$ cat src/hw/rtl/bounded_integer_set_table_defines.svh
// Assertion macros shared by the set table RTL.
// Needs a clock named clock and a synchronous reset named reset in scope.
`ifndef BOUNDED_INTEGER_SET_TABLE_DEFINES_SVH
`define BOUNDED_INTEGER_SET_TABLE_DEFINES_SVH

// Same-cycle implication, off during reset
`define BIST_ASSERT_IMP(lbl, ante, cons, msg) \
   lbl: assert property (@(posedge clock) disable iff (reset) (ante) |-> (cons)) \
      else $error(msg);

// Next-cycle implication, off during reset
`define BIST_ASSERT_NXT(lbl, ante, cons, msg) \
   lbl: assert property (@(posedge clock) disable iff (reset) (ante) |=> (cons)) \
      else $error(msg);

`endif

$ cat src/hw/rtl/bist_pkg.sv
// Shared types and codes for the bounded integer set table.
// No dependencies; used by the interfaces, the cell and the top level.
`timescale 1ns / 1ps

package bist_pkg;

   localparam int BIST_CAPACITY = 64;

   localparam int KIND_W   = 2;
   localparam int VALUE_W  = 32;
   localparam int POS_W    = 6;
   localparam int STATUS_W = 3;
   localparam int COUNT_W  = 7;

   // Request kinds
   localparam logic [KIND_W-1:0] KIND_INSERT   = 2'd0;
   localparam logic [KIND_W-1:0] KIND_REMOVE   = 2'd1;
   localparam logic [KIND_W-1:0] KIND_CONTAINS = 2'd2;
   localparam logic [KIND_W-1:0] KIND_READ     = 2'd3;

   // Result status codes
   localparam logic [STATUS_W-1:0] ST_OK      = 3'd0;
   localparam logic [STATUS_W-1:0] ST_PRESENT = 3'd1;
   localparam logic [STATUS_W-1:0] ST_ABSENT  = 3'd2;
   localparam logic [STATUS_W-1:0] ST_FULL    = 3'd3;
   localparam logic [STATUS_W-1:0] ST_RANGE   = 3'd4;

   // Broadcast to every cell when a request transfers
   typedef struct packed {
      logic                     capture;
      logic signed [VALUE_W-1:0] value;
      logic [POS_W-1:0]         position;
   } bist_cap_type;

   // Broadcast to every cell when a request commits
   typedef struct packed {
      logic                     ins;
      logic                     rem;
      logic signed [VALUE_W-1:0] value;
   } bist_upd_type;

endpackage

$ cat src/hw/rtl/bist_cell.sv
// One table cell: holds one entry, compares it with the request, shifts down on remove.
// Depends on bist_pkg.
`timescale 1ns / 1ps

module bist_cell import bist_pkg::*; #(
   parameter int INDEX = 0,
   parameter int CNT_W = 7
) (
   input  logic                      clock,
   input  bist_cap_type              cap,
   input  bist_upd_type              upd,
   input  logic [CNT_W-1:0]          count,
   input  logic                      shift_en,
   input  logic signed [VALUE_W-1:0] next_data,
   output logic signed [VALUE_W-1:0] data,
   output logic                      match,
   output logic                      rsel,
   output logic signed [VALUE_W-1:0] rd_gated
);

   logic signed [VALUE_W-1:0] data_ff, data_in;
   logic                      match_ff, match_in;
   logic                      rsel_ff, rsel_in;
   logic                      live;

   // Entry is live while its place lies below the count
   assign live = count > CNT_W'(INDEX);

   // Compare on transfer; hold until the request commits
   always_comb begin
      match_in = match_ff;
      rsel_in  = rsel_ff;
      if (cap.capture) begin
         match_in = live && (data_ff == cap.value);
         rsel_in  = live && (32'(cap.position) == 32'(INDEX));
      end
   end

   // Load on append at the tail, take neighbor on remove
   always_comb begin
      data_in = data_ff;
      if (upd.ins && (count == CNT_W'(INDEX))) begin
         data_in = upd.value;
      end else if (upd.rem && shift_en) begin
         data_in = next_data;
      end
   end

   always_ff @(posedge clock) begin
      data_ff  <= data_in;
      match_ff <= match_in;
      rsel_ff  <= rsel_in;
   end

   assign data     = data_ff;
   assign match    = match_ff;
   assign rsel     = rsel_ff;
   assign rd_gated = rsel_ff ? data_ff : '0;

endmodule

$ cat config.mk
export PLATFORM = sky130hd
export DESIGN_NAME = bist_cell
export DESIGN_NICKNAME = d
export VERILOG_FILES = /design/src/hw/rtl/bounded_integer_set_table_defines.svh /design/src/hw/rtl/bist_pkg.sv /design/src/hw/rtl/bist_cell.sv
export SDC_FILE = /design/constraint.sdc
export NUM_CORES = 1
export LEC_CHECK = 0
export ABC_AREA = 1
export BUFFER_PORTS_ARGS = -buffer_cell sky130_fd_sc_hd__buf_4
export CORE_ASPECT_RATIO = 0.9
export CORE_UTILIZATION = 41
export CTS_BUF_LIST = sky130_fd_sc_hd__clkbuf_8 sky130_fd_sc_hd__clkbuf_16
export DETAILED_ROUTE_END_ITERATION = 8
export GPL_TIMING_DRIVEN = 0
export PLACE_DENSITY = 0.9
export SLEW_MARGIN = 10
export SYNTH_ARGS = -nofsm -noshare
export SYNTH_HDL_FRONTEND = slang
export SYNTH_SLANG_ARGS = --single-unit
$ cat constraint.sdc
create_clock -name clock -period 2.2 [get_ports clock]
set_input_delay 0.22 -clock clock [delete_from_list [all_inputs] [get_ports clock]]
set_output_delay 0.22 -clock clock [all_outputs]
set_load 0.01 [all_outputs]
* After elaboration in Yosys (flattened, before gate mapping)
Cells that the tools add are included.
** Storage, ports and cells
- Register bits :: 34
- Latch bits :: 0
- Bits in writable memories :: 0
- ROM bits :: 0
- Output and inout bits :: 66
- Logic and storage cells :: 15
- Memories kept :: 0
** Operators by class
- Add/subtract/negate cells :: 0
- Multiply operators :: 0
- Div/mod/pow operators :: 0
- Order comparisons :: 1
- Equality and inequality tests :: 1
- Shift operators :: 0
- Mux-type cells :: 3
- Bitwise logic cells :: 0
- Reduce and logical (&&, ||, !) cells :: 7
** Operator list (number)
- two-way mux 32 bit :: 3
- == test 32 bit :: 1
- greater-than comparator 7 x 1 -> 1 bit (second input constant) :: 1
- zero test 7 bit :: 1
- zero test 6 bit :: 1
- logical AND 1 bit :: 4
- nonzero test 2 bit :: 1

* Longest topological paths before layout
Gate-level depths: netlist of run 1.
- Word-level depth :: 3
- Gate-level depth with buffers :: 8
- Mapped depth without buffers :: 8

* Worst setup path before layout of run 1
OpenSTA, ideal clock, no wires.
- Path kind :: input to register
- Start :: input count[0]
- End :: register data_ff[0] (netlist: data[0]) (enable)
- Arrival :: 1556 ps
- Slack :: 255 ps
- Cell stages on the path :: 6
- Buffers on the path :: 2
- Path through :: nor3_1 -> nor2b_2 -> buf_4 -> nand2_4 -> buf_6 -> nand2_1
** Between the ends
- Word-level cells in the longest chain between the ends :: 3
** Ends and longest elaborated chain
- start, declared :: line bist_cell.sv:12 : input logic [CNT_W-1:0] count,
- zero test 7 bit :: line bist_cell.sv:42 : if (upd.ins && (count == CNT_W'(INDEX))) begin
- logical AND 1 bit :: line bist_cell.sv:42
- nonzero test 2 bit (no source line)
- end signal, assigned :: line bist_cell.sv:50 : data_ff <= data_in;
- end, declared :: line bist_cell.sv:21 : logic signed [VALUE_W-1:0] data_ff, data_in;
Every way passes these cells.
A chain may end at the register's enable or synchronous reset.

* Final worst setup path of run 1
- Start :: register rsel_ff (netlist: rsel)
- End :: output rd_gated[20]
** Between the ends
- Word-level cells in the longest chain between the ends :: 1
** Ends and longest elaborated chain
- start, declared :: line bist_cell.sv:23 : logic rsel_ff, rsel_in;
- start signal, assigned :: line bist_cell.sv:52 : rsel_ff <= rsel_in;
- two-way mux 32 bit :: line bist_cell.sv:58 : assign rd_gated = rsel_ff ? data_ff : '0;
- end, declared :: line bist_cell.sv:18 : output logic signed [VALUE_W-1:0] rd_gated
Every way passes these cells.

==> metrics.yaml, run 1 <==
startpoint: "rsel"
post-route-period-util_pct: 83.1
swShare_pct: 26.1
antenna_found_initial: 0
worst_pin_slew_ns: 0.780
dpl_cell_area_mm2: 0.00383
die-area_mm2: 0.00619
fp.dieH_um: 74.7
clkLatencyLatePin_ns: 0.27
grt-ovfl-total: 0
postCtsHoldBufs: 0
layoutNonFillerInstCount: 613
syn_area_mm2: 0.00241
synth_common_cells: "nand2_1, inv_1, nand3_1"
cp_cell_sequence: "clkbuf_1, nand2_1, inv_1, buf_4"
grt_pass1_vias: 2469
via_per_inst: 4.59
cp.depth: 4
num_rows: 26
synth-edff-count: 34
synth_top_cell_area_share_pct: 42.4
synth_area_leaders: "edfxtp_1, nand2_1, inv_1"
post_drt_wl_per_cell_um: 12.8
synth_ff_type: "edfxtp_1"
ys_types: 17
cp-end-kind: "output port"
leakagePower_nw: 2.35
path_clk_slew_ns: 0.07
area_delta_synth_final_pct: 63.5
dp_hpwl_um: 6410
r2r_slack_ns: 0.86
coreArea_mm2: 0.00566
cts_tree: "yes"
hold_depth: 1
reg2reg_from: "data[1]"
n_antenna_cell: 0
drt_first_pass_iters: 5
hp-start: "cap[38]"
comb_power_share_pct: 27.5
rsz0062_at_grt: "false"
fin_skew_ns: 0.00476
drive_above_1_share_pct: 36.6
grt_use_total_pct: 24.2
slew_violations: 0
synthCells: 358
yosys_warnings: 0
cts_buffer_depth: 2
grt_pass1_wl_um: 10900
io_buffers: 178
ff2ff_path_depth: 7
cts_setup_buffers: 0
status: "finished clean"
p_switching_w: 0.000490
p_clk_share_pct: 29.2
wl_um: 7870
ys_seq_area_share_pct: 42.4
drt_iter0_drc: 120
maxSlewHeadroom_pct: 47.8
crit_buf_inv: 3
fin_nets: 657
synth_fp_nets: 472
worstSetupStartpointType: "flop"
grt_max_degree: 33
fmax_ghz: 0.547
yosys_register_bits: 34
ys_async_sr_fraction_pct: 0
yosysMostFrequentCell: "nand2_1"
cts_inserted_buffers: 5
crit_path_max_fanout: 10
worstSetupPathType: "flop to output port"
cpPeakStageDelay_ns: 0.52
start_util_pct: 42.6
cap_viol_max_count: 0
ios: 180
power_density_mw_per_mm2: 476
final_cell_area_mm2: 0.00394
avgSynthCellArea_um2: 6.73
internal-power_w: 0.00138
vdd_drop_max_mv: 0.284
drcViolationCount: 0
root_buffer: "clkbuf_8"
yosys.area.top_type: "edfxtp_1"
antenna_left: 0
cts_sinks: 34
gp_congestion: 0.789
post_cts_resized: 0
setup_violations: 0
die_w_um: 82.8
min_period_ns: 1.83
min_path_type: "input pin to flop"
worstPathArrival_ns: 1.61
fin_hold_ws_ns: 0.148
path_delay_family: "buffers and inverters"
p_seq_share_pct: 43.3
via_count: 2816
place_inst: 606
htree_levels: 2
hold_viol: 0
cp.required_ns: 1.98
critPathSlowestCell: "clkbuf_1"
-- per-stage QoR --
stage | worst slack (ns) | total power (W) | TNS, ns | utilization [%]
2_1_floorplan | 0.255 | 0.00102 | 0 | -
6_report | 0.371 | 0.00187 | 0 | 69.6
3_3_place_gp | -0.246 | 0.00133 | -7.84 | 67.7
3_5_place_dp | 0.199 | 0.00135 | 0 | 67.7
5_1_grt | 0.248 | 0.00197 | 0 | 69.6
4_1_cts | 0.347 | 0.00189 | 0 | 69.6
-- state kept, by name (all words and copies together) (netlist names) --
| signal | count |
|---|---|
| data | 32 |
| rsel | 1 |
| match | 1 |
-- path summary, 6_finish.rpt --
| check | to |
|---|---|
| max | rd_gated[20] |
| min | rsel |
| max reg2reg | match |
| min reg2reg | match |
-- cells by family after synthesis --
logic type	Yosys count	synth area share, %
DFF	34	42.4
xor gates and xnor gates	12	4.36
buffers and inverters	83	14.6
and+or+nand+nor	229	38.7
-- layout make-up --
| cell class | count | area [µm²] |
|---|---|---|
| plain buffers | 14 | 92.6 |
| repair buffers | 178 | 1340 |
| clock buffers | 5 | 68.8 |
| flip-flops and latches | 34 | 1020 |
| fillers | 458 | 1720 |
| well taps | 70 | 87.6 |
| inverters | 69 | 259 |
| clock inverters | 2 | 33.8 |
| multi-input cells | 241 | 1040 |
-- power by group through the flow --
| stage | combinational [W] | clock [W] | sequential, W |
|---|---|---|---|
| floorplan | 0.000182 | 0 | 0.000836 |
| global placement | 0.000506 | 0 | 0.000823 |
| detailed placement | 0.000520 | 0 | 0.000826 |
| CTS | 0.000521 | 0.000554 | 0.000812 |
| global route | 0.000569 | 0.000580 | 0.000817 |
| finish | 0.000516 | 0.000547 | 0.000811 |
-- cell usage in the layout, fill, tap and decap left out, drive strengths merged --
cell,netlist,layout
nand2,165,165
nor3,2,2
nand3,35,35
inv,69,69
clkbuf,5,10
nor2,21,21
nor2b,1,1
buf,9,187
edfxtp,34,34
bufinv,0,1
clkinv,0,1
or2,4,4
or3,1,1
xnor2,11,11
xor2,1,1
-- layer usage --
metal,global-route usage [%],vias to the layer above,share of wire (%)
met5,0,-,0
met4,5.56,0,0.39
met3,5.45,4,9.2
met2,48.0,125,53
met1,25.7,1254,37
li1,-,1433,-
Note: power is estimated with default switching activity, not from simulation.
==> run 2, diff against run 1 <==
Settings changed: ABC_AREA 1 to 0, CORE_UTILIZATION 41 to 39, PLACE_DENSITY 0.9 to 0.89.
Clock period 2.2 ns to 1.8 ns, I/O delays scaled along.
==> run 2 against run 1 <==
Against the previous run:
- area after synthesis down 11%
- total power up 11%
- worst hold slack worse by 0.030 ns
- sequential power up 21%
- final area down 4.7%
- die area down 6.3%
- sequential cell count unchanged
- synthesized cell count down 57%
- critical path depth up 2
- clock skew down 0.0012 ns
- critical path type is now input pin to flop
==> metrics.yaml, run 2 <==
status: "finished clean"
maxSlewHeadroom_pct: 68.8  # +21 points
dp_hpwl_um: 5440  # -15%
coreArea_mm2: 0.00529  # -6.6%
area_delta_synth_final_pct: 75.1
fin_hold_ws_ns: 0.118  # -0.0297 ns
fin_skew_ns: 0.00351  # -0.00125 ns
yosys.area.top_type: "edfxtp_1"
drt_first_pass_iters: 4  # -1
p_switching_w: 0.000513  # +4.6%
met1_length_um: 2360  # -19%
path_clk_slew_ns: 0.07  # about the same
synth_adder_area_share_pct: 0  # unchanged
setup_violations: 0  # unchanged
synthCells: 154  # -57%
yosys-mux-area-fraction_pct: 21.9  # +22 points
ys_types: 16  # -1
grt_use_total_pct: 22.0  # -2.2 points
ios: 180  # unchanged
cts_buffer_depth: 2  # unchanged
via_count: 1958  # -30%
cts_inserted_buffers: 5  # unchanged
cpPeakStageDelay_ns: 0.53  # about the same
antenna_found_initial: 0  # unchanged
path_delay_family: "simple AND/OR/NAND/NOR gates"
antenna_left: 0  # unchanged
cap_viol_max_count: 0  # unchanged
synth_ff_type: "edfxtp_1"
wl_um: 6720  # -15%
fp.dieH_um: 72.3  # -3.2%
cp_cell_sequence: "buf_6, or4_4, nor4_4, nand2_4, buf_8, mux2_4"
slew_violations: 0  # unchanged
via_per_inst: 4.75  # +3.5%
drt_iter0_drc: 41  # -66%
p_clk_share_pct: 24.1  # -5.1 points
fmax_ghz: 0.571
syn_area_mm2: 0.00214  # -11%
top_layer: "met4"
synth_common_cells: "edfxtp_1, and2_1, mux2_4"
grt_pass1_wl_um: 9330  # -15%
drcViolationCount: 0  # unchanged
synth_area_leaders: "edfxtp_1, mux2_4, xor2_1"
yosys_warnings: 0  # unchanged
route.met2.wl_um: 3720  # -11%
start_util_pct: 40.5  # -2.0 points
critPathSlowestCell: "or4_4"
worstSetupPathType: "input pin to flop"
cp.required_ns: 1.82  # -0.16 ns
cp.depth: 6  # +2
mostFrequentLayoutCells: "buf_4, edfxtp_1, and2_1, mux2_4, xor2_1"
yosys_register_bits: 34  # unchanged
layoutNonFillerInstCount: 412  # -33%
min_path_type: "input pin to flop"
synth-simple-area-share_pct: 15.3  # -23 points
grt_max_degree: 33  # unchanged
worstSetupStartpointType: "input pin"
power_density_mw_per_mm2: 555  # +17%
layout_commonest_cell: "buf_4"
grt_pass1_vias: 1927  # -22%
synth_top_family_by_area: "multiplexers"
r2r_slack_ns: 0.19  # -0.67 ns
grt-ovfl-total: 0  # unchanged
io_buffers: 179  # +0.56%
die_w_um: 80.1  # -3.2%
cts_tree: "yes"
tns_ns: 0  # unchanged
min_period_ns: 1.75
fin_nets: 459  # -30%
ff2ff_path_depth: 4  # -3
endpoint: "data[8]"
post_drt_wl_per_cell_um: 16.3  # +27%
htree_levels: 2  # unchanged
synth_fp_nets: 268  # -43%
vdd_drop_max_mv: 0.424  # +49%
avgSynthCellArea_um2: 13.9  # +110%
clkLatencyLatePin_ns: 0.27  # about the same
n_antenna_cell: 0  # unchanged
worst_pin_slew_ns: 0.468  # -0.313 ns
rsz0062_at_grt: "false"
crit_buf_inv: 2  # -1
num_rows: 25  # -3.8%
drive_above_1_share_pct: 66.4  # +30 points
ys_seq_area_share_pct: 47.6  # +5.2 points
synth_compound_area_share_pct: 0  # unchanged
utilization_pct: 71.0  # +1.4 points
cp-end-kind: "flop"
wl_met3_um: 547  # -24%
r2r-end: "match"
comb_power_share_pct: 28.6  # +1.1 points
hold_viol: 0  # unchanged
die-area_mm2: 0.00580  # -6.3%
gp_congestion: 0.730  # -7.4%
swShare_pct: 24.6  # -1.5 points
leakagePower_nw: 1.85  # -21%
post-route-period-util_pct: 97.3
yosysMostFrequentCell: "edfxtp_1"
synth-edff-count: 34  # unchanged
ys_async_sr_fraction_pct: 0  # unchanged
synth_top_cell_area_share_pct: 47.6  # +5.2 points
crit_path_max_fanout: 10  # unchanged
cts_sinks: 34  # unchanged
place_inst: 400  # -34%
internal-power_w: 0.00157  # +13%
startpoint: "count[1]"
synth_xor_area_share_pct: 13.1  # +8.7 points
largest_reg_flops: 32  # unchanged
reg2reg_from: "data[31]"
worstPathArrival_ns: 1.77  # +0.16 ns
root_buffer: "clkbuf_8"
p_seq_share_pct: 47.3  # +4.0 points
run 2: metal layers:
metal	track usage (%)	vias up
li1	-	937
met2	44.3	109
met4	5.75	0
met1	22.5	904
met5	0	-
met3	5.16	8
run 2: logic make-up (layout without fill, tap and decap cells):
group,Yosys count,count (layout)
DFF,34,34
and+or+nand+nor,50,51
xor gates and xnor gates,32,32
buffers and inverters,6,196
muxes,32,32
run 2: worst min-delay path by stage:
stage / from / depth (start not counted) / slack (ns) / to
finish: cap[38] / 1 / 0.12 / rsel
CTS: cap[38] / 1 / 0.11 / rsel
floorplan: cap[38] / 0 / 0.29 / match
global route: cap[38] / 1 / 0.11 / rsel
global placement: cap[38] / 1 / 0.39 / rsel
detailed placement: cap[38] / 1 / 0.40 / match
run 2: cell type report:
type | instances | area, µm²
tap | 67 | 83.8
multi-input combinational | 115 | 1110
timing repair buffer | 183 | 1400
sequential | 34 | 1020
buffer | 6 | 67.6
fill | 403 | 1530
clock inverter | 2 | 7.51
clock buffer | 5 | 68.8
run 2: worst reg2reg max path, delay by kind of cell (launching register included):
family / cells / cell delay (ns)
XOR/XNOR: 1 / 0.20
flip-flops: 1 / 0.46
AND/OR/NAND/NOR: 3 / 0.77
run 2: power groups by stage:
stage	sequential, W	combinational (W)	clock (W)
finish	0.000985	0.000596	0.000502
global route	0.000992	0.000637	0.000544
CTS	0.000985	0.000598	0.000519
detailed placement	0.00100	0.000596	0
global placement	0.000999	0.000581	0
floorplan	0.00102	0.000193	0
run 2: repair_timing:
action / CTS / global route
buffers inserted: 0 / 3
hold buffers: 0 / 0
resized for setup: 0 / 9
setup endpoints to repair: 0 / 63
endpoints found under the hold margin: 0 / 0
run 2: metrics by stage:
stage	cell area [µm²]	setup WS [ns]	total power, W
2_1_floorplan	2160	0.0133	0.00121
3_3_place_gp	3590	-0.295	0.00158
3_5_place_dp	3590	-0.272	0.00160
4_1_cts	3660	0.0148	0.00210
5_1_grt	3750	0.0112	0.00217
6_report	3750	0.0490	0.00208
